===== src/design/hum_lin_pkg.sv =====
`default_nettype none

package hum_lin_pkg;

    localparam int SAMPLE_W     = 10;
    localparam int HUM_W        = 10;
    localparam int STATUS_W     = 2;
    localparam int TABLE_POINTS = 21;
    localparam int K_W          = $clog2(TABLE_POINTS);
    localparam int SPAN_W       = 6;
    localparam int NUM_W        = 12;
    localparam int CNT_W        = $clog2(NUM_W);

    localparam logic [K_W-1:0]      LAST_IDX    = K_W'(TABLE_POINTS - 1);
    localparam logic [SAMPLE_W-1:0] CAL_FIRST   = SAMPLE_W'(236);
    localparam logic [SAMPLE_W-1:0] CAL_LAST    = SAMPLE_W'(835);
    localparam logic [SAMPLE_W-1:0] OPEN_LIMIT  = SAMPLE_W'(236 / 2);
    localparam logic [HUM_W-1:0]    STEP_TENTHS = HUM_W'(50);
    localparam logic [HUM_W-1:0]    FULL_MARK   = HUM_W'(1001);
    localparam logic [HUM_W-1:0]    LOW_MARK    = HUM_W'(1);
    localparam logic [HUM_W-1:0]    OPEN_MARK   = HUM_W'(0);

    typedef logic [STATUS_W-1:0] status_t;

    localparam status_t STATUS_INTERP = 2'd0;
    localparam status_t STATUS_OPEN   = 2'd1;
    localparam status_t STATUS_LOW    = 2'd2;
    localparam status_t STATUS_HIGH   = 2'd3;

    // calibration points, one every 5 percent
    function automatic logic [SAMPLE_W-1:0] cal_point(input logic [K_W-1:0] idx);
        logic [SAMPLE_W-1:0] pt;
        unique case (idx)
            5'd0:    pt = SAMPLE_W'(236);
            5'd1:    pt = SAMPLE_W'(267);
            5'd2:    pt = SAMPLE_W'(299);
            5'd3:    pt = SAMPLE_W'(330);
            5'd4:    pt = SAMPLE_W'(360);
            5'd5:    pt = SAMPLE_W'(391);
            5'd6:    pt = SAMPLE_W'(419);
            5'd7:    pt = SAMPLE_W'(448);
            5'd8:    pt = SAMPLE_W'(475);
            5'd9:    pt = SAMPLE_W'(503);
            5'd10:   pt = SAMPLE_W'(532);
            5'd11:   pt = SAMPLE_W'(559);
            5'd12:   pt = SAMPLE_W'(587);
            5'd13:   pt = SAMPLE_W'(615);
            5'd14:   pt = SAMPLE_W'(644);
            5'd15:   pt = SAMPLE_W'(673);
            5'd16:   pt = SAMPLE_W'(704);
            5'd17:   pt = SAMPLE_W'(735);
            5'd18:   pt = SAMPLE_W'(767);
            5'd19:   pt = SAMPLE_W'(801);
            5'd20:   pt = SAMPLE_W'(835);
            default: pt = SAMPLE_W'(835);
        endcase
        return pt;
    endfunction

endpackage

`default_nettype wire


===== src/design/humidity_table_linearizer.sv =====
// sequence: out-of-table samples go from request accept through classify and finish to result valid;
// interpolated samples also pass a table walk of 1 to 20 steps and a 12-step divider
// flow: one request at a time; the next is taken once the sequencer is idle again
// the result register frees the sequencer while a finished result waits downstream
// reset: asynchronous active-low rst_n clears the sequencer and result valid
`default_nettype none

module humidity_table_linearizer
    import hum_lin_pkg::*;
(
    input  wire logic                clk,
    input  wire logic                rst_n,
    input  wire logic                sample_valid,
    output      logic                sample_ready,
    input  wire logic [SAMPLE_W-1:0] raw_sample,
    output      logic                result_valid,
    input  wire logic                result_ready,
    output      logic [HUM_W-1:0]    humidity_tenths,
    output      status_t             range_status
);

    localparam logic [2:0] ST_IDLE     = 3'd0;
    localparam logic [2:0] ST_CLASSIFY = 3'd1;
    localparam logic [2:0] ST_SEARCH   = 3'd2;
    localparam logic [2:0] ST_DIVIDE   = 3'd3;
    localparam logic [2:0] ST_FINISH   = 3'd4;

    logic [2:0]          state_reg, state_next;
    logic [SAMPLE_W-1:0] s_reg, s_next;
    logic [K_W-1:0]      k_reg, k_next;
    logic [SPAN_W-1:0]   span_reg, span_next;
    logic [SPAN_W-1:0]   rem_reg, rem_next;
    logic [NUM_W-1:0]    num_reg, num_next;
    logic [HUM_W-1:0]    base_reg, base_next;
    status_t             status_reg, status_next;
    logic [CNT_W-1:0]    cnt_reg, cnt_next;
    logic                result_valid_reg, result_valid_next;
    logic [HUM_W-1:0]    hum_out_reg, hum_out_next;
    status_t             status_out_reg, status_out_next;

    logic [SAMPLE_W-1:0] pt_hi;
    logic [SAMPLE_W-1:0] pt_lo;
    logic [SAMPLE_W-1:0] off_full;
    logic [SAMPLE_W-1:0] span_full;
    logic [SPAN_W:0]     trial;
    logic                take;
    logic                out_free;

    assign pt_hi     = cal_point(k_reg);
    assign pt_lo     = cal_point(k_reg - K_W'(1));
    assign off_full  = s_reg - pt_lo;
    assign span_full = pt_hi - pt_lo;
    assign trial     = {rem_reg, num_reg[NUM_W-1]};
    assign take      = trial >= {1'b0, span_reg};
    assign out_free  = !result_valid_reg || result_ready;

    always_comb
    begin
        state_next        = state_reg;
        s_next            = s_reg;
        k_next            = k_reg;
        span_next         = span_reg;
        rem_next          = rem_reg;
        num_next          = num_reg;
        base_next         = base_reg;
        status_next       = status_reg;
        cnt_next          = cnt_reg;
        hum_out_next      = hum_out_reg;
        status_out_next   = status_out_reg;
        result_valid_next = result_valid_reg && !result_ready;

        unique case (state_reg)
            ST_IDLE:
            begin
                if (sample_valid)
                begin
                    s_next     = raw_sample;
                    k_next     = K_W'(1);
                    state_next = ST_CLASSIFY;
                end
            end
            ST_CLASSIFY:
            begin
                num_next   = '0;
                state_next = ST_FINISH;
                if (s_reg <= OPEN_LIMIT)
                begin
                    base_next   = OPEN_MARK;
                    status_next = STATUS_OPEN;
                end
                else if (s_reg <= CAL_FIRST)
                begin
                    base_next   = LOW_MARK;
                    status_next = STATUS_LOW;
                end
                else if (s_reg >= CAL_LAST)
                begin
                    base_next   = FULL_MARK;
                    status_next = STATUS_HIGH;
                end
                else
                begin
                    status_next = STATUS_INTERP;
                    state_next  = ST_SEARCH;
                end
            end
            ST_SEARCH:
            begin
                if (k_reg < LAST_IDX && s_reg >= pt_hi)
                begin
                    k_next = k_reg + K_W'(1);
                end
                else
                begin
                    span_next  = span_full[SPAN_W-1:0];
                    num_next   = NUM_W'(off_full[SPAN_W-1:0]) * NUM_W'(STEP_TENTHS);
                    base_next  = HUM_W'(k_reg - K_W'(1)) * STEP_TENTHS;
                    rem_next   = '0;
                    cnt_next   = '0;
                    state_next = ST_DIVIDE;
                end
            end
            ST_DIVIDE:
            begin
                // restoring divide, one quotient bit per cycle
                rem_next = take ? SPAN_W'(trial - {1'b0, span_reg}) : trial[SPAN_W-1:0];
                num_next = {num_reg[NUM_W-2:0], take};
                cnt_next = cnt_reg + CNT_W'(1);
                if (cnt_reg == CNT_W'(NUM_W - 1))
                begin
                    state_next = ST_FINISH;
                end
            end
            ST_FINISH:
            begin
                if (out_free)
                begin
                    hum_out_next      = base_reg + num_reg[HUM_W-1:0];
                    status_out_next   = status_reg;
                    result_valid_next = 1'b1;
                    state_next        = ST_IDLE;
                end
            end
            default:
            begin
                state_next = ST_IDLE;
            end
        endcase
    end

    always_ff @(posedge clk or negedge rst_n)
    begin
        if (!rst_n)
        begin
            state_reg        <= ST_IDLE;
            result_valid_reg <= 1'b0;
        end
        else
        begin
            state_reg        <= state_next;
            result_valid_reg <= result_valid_next;
        end
    end

    always_ff @(posedge clk)
    begin
        s_reg          <= s_next;
        k_reg          <= k_next;
        span_reg       <= span_next;
        rem_reg        <= rem_next;
        num_reg        <= num_next;
        base_reg       <= base_next;
        status_reg     <= status_next;
        cnt_reg        <= cnt_next;
        hum_out_reg    <= hum_out_next;
        status_out_reg <= status_out_next;
    end

    assign sample_ready    = (state_reg == ST_IDLE);
    assign result_valid    = result_valid_reg;
    assign humidity_tenths = hum_out_reg;
    assign range_status    = status_out_reg;

endmodule

`default_nettype wire


===== config.mk =====
export PLATFORM = sky130hd
export DESIGN_NAME = humidity_table_linearizer
export DESIGN_NICKNAME = d
export VERILOG_FILES = /design/src/design/hum_lin_pkg.sv /design/src/design/humidity_table_linearizer.sv
export SDC_FILE = /design/constraint.sdc
export NUM_CORES = 1
export LEC_CHECK = 0
export BUFFER_PORTS_ARGS = -buffer_cell sky130_fd_sc_hd__buf_2
export CAP_MARGIN = 30
export CORE_UTILIZATION = 30
export DETAILED_ROUTE_END_ITERATION = 16
export HOLD_SLACK_MARGIN = 0.12
export PLACE_DENSITY = 0.56
export SYNTH_ARGS = -nofsm -noshare
export SYNTH_HDL_FRONTEND = slang
export SYNTH_SLANG_ARGS = --single-unit

===== constraint.sdc =====
create_clock -name clk -period 6.2 [get_ports clk]
set_input_delay 0.31 -clock clk [delete_from_list [all_inputs] [get_ports clk]]
set_output_delay 0.31 -clock clk [all_outputs]
set_load 0.05 [all_outputs]

Yosys cells after proc, flatten, opt, wreduce, memory -nomap -nowiden
Memories as Yosys holds them, arrays and structs flattened. A register that Yosys moved wholly into a read port is not among the register bits.
Index checks and enable logic that the tools add are counted.

cells by class
  add/subtract/negate cells = 8
  $mul = 2
  divide/modulo/power cells = 0
  $lt $le $gt $ge = 6
  equal/unequal tests = 11
  shift-type cells = 0
  multiplexer cells = 28
  bitwise operators = 1
  reduce and logical (&&, ||, !) cells = 18

operators by type and width
  operator              count
  $mux 10               4
  $pmux 12 s3           1
  $mux 3                7
  $pmux 10 s2           1
  $sub 6x6->6           3
  $mux 5                3
  $pmux 3 s5            1
  $mux 12               1
  $mux 6                2
  $pmux 6 s2            1
  $mul 6x5->11 const B  1
  $add 10x10->10        1
  $ge 10x10->1          1
  $ge 10x10->1 const B  1
  $le 10x7->1 const B   1
  $le 10x8->1 const B   1
  $mul 10x5->9 const B  1
  $ne 2x2->1 const B    5
  $pmux 5 s2            1
  $reduce_and 2->1      5
  $pmux 4 s2            1
  $ge 7x6->1            1
  $eq 3x2->1 const B    2
  $reduce_and 3->1      2
  20 further kinds      26

word-level totals
  flip-flop bits (word level) = 71
  bits in latches = 0
  memory bits (writable) = 0
  bits in read-only memories = 640
  word-level logic and storage cells = 88
  memories kept = 2

memories
  memory            depth  bits a word  rd ports  clocked after Yosys merged registers in  wr ports  line               source
  (name not given)  32     10           1         0                                        0         hum_lin_pkg.sv:33  unique case (idx)
  (name not given)  32     10           1         1                                        0         hum_lin_pkg.sv:33

Depth between registers and ports, before layout
Gate-level depths: netlist (run 1).
An unclocked memory read counts as a cell.

  depth after elaboration = 6
  depth in mapped cells = 26
  gate-level depth less buffers = 25

Worst setup path before layout (run 1)
Ideal clock, no wire load.

  path type = register -> register
  start point = register k_reg[2]
  end point = register num_reg[11], data pin
  data arrival time = 5158 ps
  required time = 5937 ps
  path slack = 779 ps
  stages on the path, launching flop included = 24
  clock period less this slack = 5421 ps
  cell sequence = edfxtp_1 > clkbuf_1 > inv_1 > ha_1 > inv_1 > mux2i_1 > or3_4 > o21a_2 > xnor2_1 > ha_1 > o21bai_2 > maj3_2 > a21oi_2 > xnor2_1 > ha_1 > ha_1 > ha_1 > ha_1 > inv_1 > o21bai_1 > a21o_1 > a21oi_1 > xnor2_1 > o21ai_0

between the ends
  longest elaborated chain between the ends = 6

RTL lines
  element                 line                              source
  start, declared         humidity_table_linearizer.sv:30   logic [K_W-1:0] k_reg, k_next;
  start signal, assigned  humidity_table_linearizer.sv:168  k_reg <= k_next;
  $sub 5x1->5             humidity_table_linearizer.sv:50   assign pt_lo = cal_point(k_reg - K_W'(1));
  $mem_v2 32x10           n/a
  $sub 6x6->6             humidity_table_linearizer.sv:51   assign off_full = s_reg - pt_lo;
  $mul 6x5->11            humidity_table_linearizer.sv:116  num_next = NUM_W'(off_full[SPAN_W-1:0]) * NUM_W'(STEP_TENTHS);
  $mux 12                 humidity_table_linearizer.sv:109  if (k_reg < LAST_IDX && s_reg >= pt_hi)
  $pmux 12 s3             humidity_table_linearizer.sv:72   unique case (state_reg)
  net num_next[11]        humidity_table_linearizer.sv:33   logic [NUM_W-1:0] num_reg, num_next;
  end signal, assigned    humidity_table_linearizer.sv:171  num_reg <= num_next;
  end, declared           humidity_table_linearizer.sv:33

The timed path passes the listed nets, and every way through them passes these cells. The select of a mux whose other input is x is not followed.
A chain may end at the register's enable or synchronous reset.

Worst setup path in the final report (run 1)
  start point = register k_reg[1]
  end point = register num_reg[11], data pin

Same word-level chain as after synthesis.

==> results of run 1 <==
## layer usage
layer	track usage [%]	vias to the layer above	wire length [um]
met5	0	-	0
met1	16.8	2026	6090
li1	-	2119	-
met3	3.19	15	448
met2	21.3	72	5900
met4	4.36	0	176
## stage by stage
step | instance area, um^2 | setup WS, ps | util, % | cells | hold WS, ps
floorplan | 5980 | 779 | - | 571 | 14.4
global placement | 6410 | 570 | 32.8 | 854 | 114
detailed placement | 6410 | 324 | 32.8 | 855 | 121
CTS | 6730 | 325 | 34.4 | 872 | 127
global route | 6760 | 56.3 | 34.6 | 876 | 125
finish | 6760 | 466 | 34.6 | 876 | 140
## layout by cell type (no fill, tap or decap), types with 3 or more instances in the layout
cell | Yosys | layout
ha_1 | 83 | 82
edfxtp_1 | 67 | 67
inv_1 | 59 | 59
nor2_1 | 40 | 40
nand2_1 | 40 | 40
xnor2_1 | 33 | 33
o21ai_0 | 31 | 31
a21oi_1 | 29 | 29
buf_2 | 5 | 27
xor2_1 | 11 | 11
nand3_1 | 10 | 10
buf_4 | 1 | 10
dfxtp_1 | 10 | 10
clkbuf_16 | 0 | 9
mux2i_1 | 8 | 8
a21o_1 | 8 | 8
nor3_1 | 8 | 8
nand2b_1 | 7 | 7
a22o_1 | 7 | 7
a31oi_1 | 6 | 6
fa_1 | 6 | 6
nor2b_1 | 5 | 5
a21boi_0 | 5 | 5
o31ai_1 | 5 | 5
a211oi_1 | 5 | 5
a21oi_2 | 4 | 4
and2_1 | 4 | 4
dfrtp_1 | 4 | 4
or3_1 | 3 | 3
o211ai_1 | 3 | 3
nand4_1 | 3 | 3
a22oi_1 | 3 | 3
and3_1 | 3 | 3
## cells in the mapped netlist, drive strengths merged, types with 8 or more instances
| cell | count | area share [%] |
|---|---|---|
| o21ai | 32 | 2.7 |
| nand3 | 10 | 0.84 |
| edfxtp | 67 | 34 |
| inv | 59 | 3.7 |
| a21oi | 34 | 3.3 |
| nor3 | 10 | 1.1 |
| nor2 | 40 | 2.5 |
| xor2 | 13 | 2.2 |
| dfxtp | 10 | 3.3 |
| nand2 | 40 | 2.5 |
| buf | 9 | 0.98 |
| a21o | 8 | 1.0 |
| ha | 83 | 17 |
| mux2i | 8 | 1.3 |
| xnor2 | 34 | 5.1 |
## what timing repair did
action | 4_1_cts | 5_1_grt
hold endpoints to repair | 4 | 0
buffers inserted | 0 | 4
endpoints found under the setup margin | 0 | 1
gates resized for setup | 0 | 1
hold buffers | 1 | 0
## cells by family (layout without fill, tap and decap cells)
group / after synthesis / count (layout) / synth area share, %
AO/OA/AOI/OAI: 132 / 132 / 16.1
XOR/XNOR: 48 / 48 / 7.64
adder cells (fa/ha/maj): 91 / 91 / 19.7
buffers and inverters: 73 / 113 / 5.00
flip-flops: 81 / 81 / 38.7
multiplexers: 9 / 9 / 1.53
AND/OR/NAND/NOR: 137 / 137 / 11.3
## cell type report
type | instances | area (um^2) | area share (%)
inverters | 59 | 221 | 3.28
clock buffers | 9 | 225 | 3.33
repair buffers | 38 | 220 | 3.26
multi-input cells | 417 | 3370 | 49.9
flip-flops and latches | 81 | 2310 | 34.2
clock inverters | 7 | 76.3 | 1.13
well taps | 265 | 332 | 4.91
## worst reg2reg max path, delay by kind of cell (launching register included)
kind / cells / cell delay (ps)
AOI/OAI and AO/OA: 7 / 1100
xor gates and xnor gates: 3 / 490
adders and majority gates: 8 / 2380
buffers and inverters: 4 / 460
DFF: 1 / 460
muxes: 1 / 140
and+or+nand+nor: 1 / 430
## path summary, 6_finish.rpt
path | start | cells past startpoint | slack, ps | end
setup / recovery | k_reg[1] | 24 | 470 | num_reg[11]
hold / removal | raw_sample[9] | 1 | 140 | s_reg[9]
setup reg to reg | k_reg[1] | 24 | 470 | num_reg[11]
hold reg to reg | status_reg[0] | 0 | 420 | range_status[0]
max in group asynchronous | rst_n | 2 | 5790 | state_reg[0]
min in group asynchronous | rst_n | 2 | 300 | result_valid
==> impl_metrics.yaml, run 1 <==
logic_synthesis:
  syn_area_mm2: 0.00598
  ys_seq_elements: 81
  synth_seq_area_share_pct: 38.7
  synth.distinct_cells: 72
  synth-warning-count: 0
  post_synth_inst_count: 571
  syn_nets: 674
  count_of_flip_flops_with_a_built_in_enable_after_synthesis: 67
  postSynth.topFlopCell: "edfxtp_1"
  ys_async_sr_fraction_pct: 4.94
  avgSynthCellArea_um2: 10.5
place:
  port_buffers: 27
  dpl.hpwl_um: 9940
  gp_routability_congestion: 0.891
sta:
  timing_worst_slew_pin_value_ps: 998
  rsz0062_at_grt: "false"
  fmax_mhz: 174
  finalSetupViolations: 0
  hold_viol: 0
  minimum_clock_period_ps: 5730
  final.setup_skew_ps: 8.94
  timing.final.max_slew_violations: 0
  layout_worst_path_cycle_share_pct: 92.5
  slew_headroom_pct: 32.9
  tns_ps: 0
floorplan:
  placeableCoreArea_mm2: 0.0195
  rows: 51
  fp.dieW_um: 143
  effective_utilization_at_floorplan_pct: 30.6
  io-pin-count: 28
  chipHeight_um: 143
  die_area_mm2: 0.0205
detailed_routing:
  via_per_inst: 4.83
  avgRoutedWirePerCell_um: 14.4
  routed-via-count: 4232
  wirelength_um: 12600
  detailedRoute.firstIterationViolations: 243
  final_antenna_net_count: 0
  route.detailed.drc: 0
  drtPass1Iterations: 5
layout:
  area_growth_from_synthesis_to_layout_pct: 13.0
  final_nets: 709
  layout-drive-gt1-share_pct: 12.9
  flip_flop_count_of_the_largest_register_after_layout: 12
  antennaDiodeCount: 0
  fill_cells: 2017
cts:
  clock-root-buffer: "clkbuf_16"
  clock_insertion_delay_worst_skew_ps: 350
  cts_tree: "yes"
  tritoncts.num_buffers: 9
  clk_transition_reported_paths_ps: 60
  h-tree-depth: 3
  clock_tree.buffer_depth: 2
  clkSinkCount: 81
global_routing:
  maximum_number_of_pins_on_one_net_before_global_route_repair: 18
  globalRouteOverflowTotal: 0
  grt_antenna_before_repair: 0
  grt_pass1_wl_um: 20600
  globalRouteTotalUtil_pct: 13.0
  grt_pass1_vias: 4175
hold_path:
  hold_path_class: "primary input to register"
run_status:
  outcome: "finished clean"
worst_setup_path:
  path_cells: "inv_1 > ha_1 > inv_1 > ha_2 > inv_1 > mux2i_1 > or3_4 > o21a_2 > xnor2_1 > ha_1 > o21bai_2 > maj3_2 > a21oi_2 > xnor2_1 > ha_1 > ha_1 > ha_1 > ha_1 > inv_1 > o21bai_1 > a21o_1 > a21oi_1 > xnor2_1 > o21ai_0"
  worst_setup_path_end_kind: "register"
  cpMostUsedCell: "ha_1"
  crit_path_max_fanout: 9
  worst_path_max_delay_cell: "edfxtp_1"
  worstPathBufferInverterCount: 4
  setup.worst_path.start_class: "register"
  cp.required_ps: 6270
  timing.critical_path.arrival_ps: 5810
  critPathMaxStageDelay_ps: 460
  critical_path.top_delay_family: "adder cells"
  critPathKind: "register to register"
job:
  maxCapViolations: 0
Power of run 1 is not shown: default switching activity piles up to over one toggle a cycle in this logic, so the estimate is an artifact.
==> run 2, diff against run 1 <==
--- a/config.mk
+++ b/config.mk
@@ -5,8 +5,9 @@
 export SDC_FILE = /design/constraint.sdc
 export NUM_CORES = 1
 export LEC_CHECK = 0
-export BUFFER_PORTS_ARGS = -buffer_cell sky130_fd_sc_hd__buf_2
+export BUFFER_PORTS_ARGS = -buffer_cell sky130_fd_sc_hd__buf_4
 export CAP_MARGIN = 30
+export CORE_MARGIN = 4
 export CORE_UTILIZATION = 30
 export DETAILED_ROUTE_END_ITERATION = 16
 export HOLD_SLACK_MARGIN = 0.12
==> run 2 against run 1 <==
  * Via count down 0.31%
  * Highest routed layer unchanged
  * Wire length increased by 0.46%
  * Flip-flop and latch count is the same
  * Register-to-register slack got worse by 110 ps
  * Fmax decreased by 1.8%
  * Critical path depth unchanged
  * Core utilization rose by 0.19 points
==> impl_metrics.yaml, run 2 (synthesis results as in run 1) <==
sta:
  tns_ps: 0
  slew_headroom_pct: 36.1
  finalSetupViolations: 0
  hold_viol: 0
  timing.final.max_slew_violations: 0
  fmax_mhz: 171
  timing_worst_slew_pin_value_ps: 950
  rsz0062_at_grt: "false"
  minimum_clock_period_ps: 5840
  final.setup_skew_ps: 6.87
  layout_worst_path_cycle_share_pct: 94.2
layout:
  flip_flop_count_of_the_largest_register_after_layout: 12
  layout-drive-gt1-share_pct: 12.2
  final_common_cell: "ha_1"
  final_nets: 705
  fill_cells: 2017
  area_growth_from_synthesis_to_layout_pct: 13.6
  antennaDiodeCount: 0
  mostFrequentLayoutCells: "83 x ha_1, 67 x edfxtp_1, 59 x inv_1, 40 x nor2_1, 40 x nand2_1"
worst_setup_path:
  cp.required_ps: 6270
  worst_setup_path_end_kind: "register"
  timing.critical_path.arrival_ps: 5910
  critPathKind: "register to register"
  setup.worst_path.start_class: "register"
  crit_path_max_fanout: 9
global_routing:
  grt_pass1_wl_um: 21000
  globalRouteTotalUtil_pct: 11.8
  maximum_number_of_pins_on_one_net_before_global_route_repair: 18
  globalRouteOverflowTotal: 0
  grt_pass1_vias: 4208
  grt_antenna_before_repair: 0
cts:
  clock_insertion_delay_worst_skew_ps: 350
  clock-root-buffer: "clkbuf_16"
  clock_tree.buffer_depth: 2
  cts_hold_buffers: 1
  cts_post_setup_buffers_inserted: 0
  cts_tree: "yes"
  clkSinkCount: 81
  h-tree-depth: 3
  clk_transition_reported_paths_ps: 70
  tritoncts.num_buffers: 9
  post_cts_resized: 0
floorplan:
  rows: 51
  die_area_mm2: 0.0223
  effective_utilization_at_floorplan_pct: 30.6
  placeableCoreArea_mm2: 0.0195
  fp.dieW_um: 149
  chipHeight_um: 149
  io-pin-count: 28
detailed_routing:
  detailedRoute.firstIterationViolations: 287
  via_per_inst: 4.84
  routed-via-count: 4219
  drtPass1Iterations: 4
  wirelength_um: 12700
  avgRoutedWirePerCell_um: 14.5
  final_antenna_net_count: 0
  route.detailed.drc: 0
place:
  dpl.hpwl_um: 10100
  port_buffers: 27
  gp_routability_congestion: 0.828
run_status:
  outcome: "finished clean"
job:
  maxCapViolations: 0
hold_path:
  hold_path_class: "primary input to register"
## run 2: worst paths after layout
check | start | to | slack (ps) | depth (start not counted)
worst max-delay path | k_reg[1] | num_reg[11] | 360 | 24
worst min-delay path | raw_sample[1] | s_reg[1] | 140 | 1
worst max register to register | k_reg[1] | num_reg[11] | 360 | 24
worst min register to register | status_reg[1] | range_status[1] | 420 | 0
max in group asynchronous | rst_n | state_reg[0] | 5810 | 2
min in group asynchronous | rst_n | result_valid | 290 | 2
## run 2: critical path, cell delays in order (launching register included)
cell and delay [ps]:
edfxtp_1 520, inv_1 170, ha_1 200, inv_1 70, ha_1 430, inv_1 160, mux2i_1 150, or3_4 440
o21a_2 180, xnor2_1 140, ha_1 190, o21bai_2 210, maj3_2 320, a21oi_2 200, xnor2_1 220, ha_1 300
ha_1 310, ha_1 310, ha_1 290, inv_1 100, o21bai_1 120, a21o_1 190, a21oi_1 170, xnor2_1 120
o21ai_0 80
## run 2: area by class of cell
type                       instances  area, um^2  share of cell area (%)
clock buffer                       9         225                    3.31
multi-input combinational        417        3370                    49.6
inverter                          59         221                    3.26
tap                              265         332                    4.88
timing repair buffer              34         258                    3.79
sequential                        81        2310                    34.0
clock inverter                     7        78.8                    1.16
## run 2: per-layer routing
| metal | track usage [%] | up-vias | wire length [um] |
|---|---|---|---|
| li1 | - | 2110 | - |
| met3 | 2.40 | 10 | 629 |
| met4 | 3.30 | 0 | 148 |
| met2 | 19.4 | 81 | 6010 |
| met5 | 0 | - | 0 |
| met1 | 15.7 | 2018 | 5890 |
## run 2: metrics by stage
| stage | cell area, um^2 | hold slack (ps) | util [%] | std cells | setup slack (ps) |
|---|---|---|---|---|---|
| after CTS | 6800 | 124 | 34.8 | 872 | 372 |
| final | 6800 | 137 | 34.8 | 872 | 361 |
| after global routing | 6800 | 126 | 34.8 | 872 | 32.3 |
| after detailed placement | 6480 | 110 | 33.2 | 855 | 385 |
| after floorplan | 5980 | 14.4 | - | 571 | 779 |
| after global placement | 6470 | 106 | 33.2 | 854 | 585 |
Power of run 2 is left out for the same reason.
==> run 3, diff against run 2 <==
--- a/config.mk
+++ b/config.mk
@@ -9,9 +9,11 @@
 export CAP_MARGIN = 30
 export CORE_MARGIN = 4
 export CORE_UTILIZATION = 30
+export CTS_BUF_LIST = sky130_fd_sc_hd__clkbuf_8
 export DETAILED_ROUTE_END_ITERATION = 16
 export HOLD_SLACK_MARGIN = 0.12
 export PLACE_DENSITY = 0.56
 export SYNTH_ARGS = -nofsm -noshare
 export SYNTH_HDL_FRONTEND = slang
 export SYNTH_SLANG_ARGS = --single-unit
+export TNS_END_PERCENT = 100
==> run 3 against run 2 <==
  * Clock skew grew 5.3 ps
  * First-iteration DRC count is the same
  * Count of clock-buffer cells in the layout unchanged
  * Register-to-register slack about the same
  * Core utilization about the same
  * Fmax down 0.21%
  * Sequential share of layout area about the same
==> impl_metrics.yaml, run 3 (synthesis results as in run 1) <==
floorplan:
  rows: 51
  fp.dieW_um: 149
  io-pin-count: 28
  die_area_mm2: 0.0223
  effective_utilization_at_floorplan_pct: 30.6
  chipHeight_um: 149
  placeableCoreArea_mm2: 0.0195
sta:
  fmax_mhz: 171
  hold_viol: 0
  tns_ps: 0
  slew_headroom_pct: 35.6
  timing_worst_slew_pin_value_ps: 958
  minimum_clock_period_ps: 5850
  rsz0062_at_grt: "false"
  timing.final.max_slew_violations: 0
  layout_worst_path_cycle_share_pct: 94.4
  finalSetupViolations: 0
  final.setup_skew_ps: 12.2
job:
  maxCapViolations: 0
detailed_routing:
  final_antenna_net_count: 0
  wirelength_um: 12800
  detailedRoute.firstIterationViolations: 287
  routed-via-count: 4235
  drtPass1Iterations: 4
  route.detailed.drc: 0
  via_per_inst: 4.80
  avgRoutedWirePerCell_um: 14.5
worst_setup_path:
  critical_path.reg2reg.startpoint: "k_reg[1]"
  cp.required_ps: 6310
  critPathKind: "register to register"
  worst_setup_path_end_kind: "register"
  setup.worst_path.start_class: "register"
  crit_path_max_fanout: 9
  worstReg2RegEnd: "num_reg[11]"
  r2r_cells: 24
  reg2reg_setup_slack_ps: 350
  timing.critical_path.arrival_ps: 5960
cts:
  cts_tree: "yes"
  clock-root-buffer: "clkbuf_8"
  tritoncts.num_buffers: 9
  clkSinkCount: 81
  clock_insertion_delay_worst_skew_ps: 380
  clock_tree.buffer_depth: 2
  h-tree-depth: 3
  clk_transition_reported_paths_ps: 90
run_status:
  outcome: "finished clean"
layout:
  final_nets: 715
  final_cell_count_no_fill: 882
  antennaDiodeCount: 0
  flip_flop_count_of_the_largest_register_after_layout: 12
  fin_util_pct: 34.8
  fill_cells: 2014
  layout-drive-gt1-share_pct: 12.0
  fin_area_mm2: 0.00679
  mostFrequentLayoutCells: "83 x ha_1, 67 x edfxtp_1, 59 x inv_1, 40 x nor2_1, 40 x nand2_1"
  final_common_cell: "ha_1"
  layout.area.seq_mm2: 0.00231
  area_growth_from_synthesis_to_layout_pct: 13.6
  multi_input_comb_area_mm2: 0.00337
hold_path:
  hold_path_class: "primary input to register"
  hold-path-cell-count: 3
  timing.hold.worst.start: "result_ready"
  hold_path_end: "result_valid"
global_routing:
  maximum_number_of_pins_on_one_net_before_global_route_repair: 18
  globalRouteOverflowTotal: 0
  grt_pass1_vias: 4225
  grt_pass1_wl_um: 21100
  globalRouteTotalUtil_pct: 11.9
  grt_antenna_before_repair: 0
place:
  place_inst: 855
  placement.cell_area_mm2: 0.00648
  dpl.hpwl_um: 10100
  port_buffers: 27
  gp_routability_congestion: 0.828
-- run 3: worst max-delay path by stage --
stage                  start           to  slack, ps
floorplan           k_reg[2]  num_reg[11]        780
global placement    k_reg[1]  num_reg[11]        590
detailed placement  k_reg[1]  num_reg[11]        380
CTS                 k_reg[1]  num_reg[11]        370
global route        k_reg[1]  num_reg[11]         40
finish              k_reg[1]  num_reg[11]        350
-- run 3: per-stage QoR --
step                hold slack (ps)  setup slack [ps]
finish                          229               349
global route                    235              35.1
CTS                             206               371
detailed placement              110               385
global placement                106               585
floorplan                      14.4               779
-- run 3: final cells by class --
type / instances / area share, %
well taps: 265 / 4.88
inverters: 59 / 3.26
flip-flops and latches: 81 / 34.0
clock inverters: 7 / 1.16
repair buffers: 44 / 5.27
multi-input cells: 417 / 49.6
clock buffers: 9 / 1.82
-- run 3: worst max-delay path, stage by stage, from the launching register on --
cell	delay (ps)
edfxtp_1	530
inv_1	170
ha_1	200
inv_1	70
ha_1	430
inv_1	160
mux2i_1	150
or3_4	440
o21a_2	180
xnor2_1	140
ha_1	190
o21bai_2	210
maj3_2	320
a21oi_2	200
xnor2_1	220
ha_1	300
ha_1	310
ha_1	310
ha_1	290
inv_1	100
o21bai_1	120
a21o_1	190
a21oi_1	170
xnor2_1	120
o21ai_0	80
-- run 3: timing repair --
action | CTS | global route
hold endpoints to repair | 14 | 0
resized for setup | 0 | 0
hold buffers | 11 | 0
buffers inserted | 0 | 0
-- run 3: routing by layer --
metal / global-route usage [%] / vias up / routed length, um / part of all wire, %
li1: - / 2127 / - / -
met1: 15.9 / 2029 / 5900 / 46
met2: 19.5 / 70 / 6160 / 48
met3: 2.67 / 9 / 609 / 4.8
met4: 3.16 / 0 / 80 / 0.63
met5: 0 / - / 0 / 0
Power of run 3 is left out for the same reason.
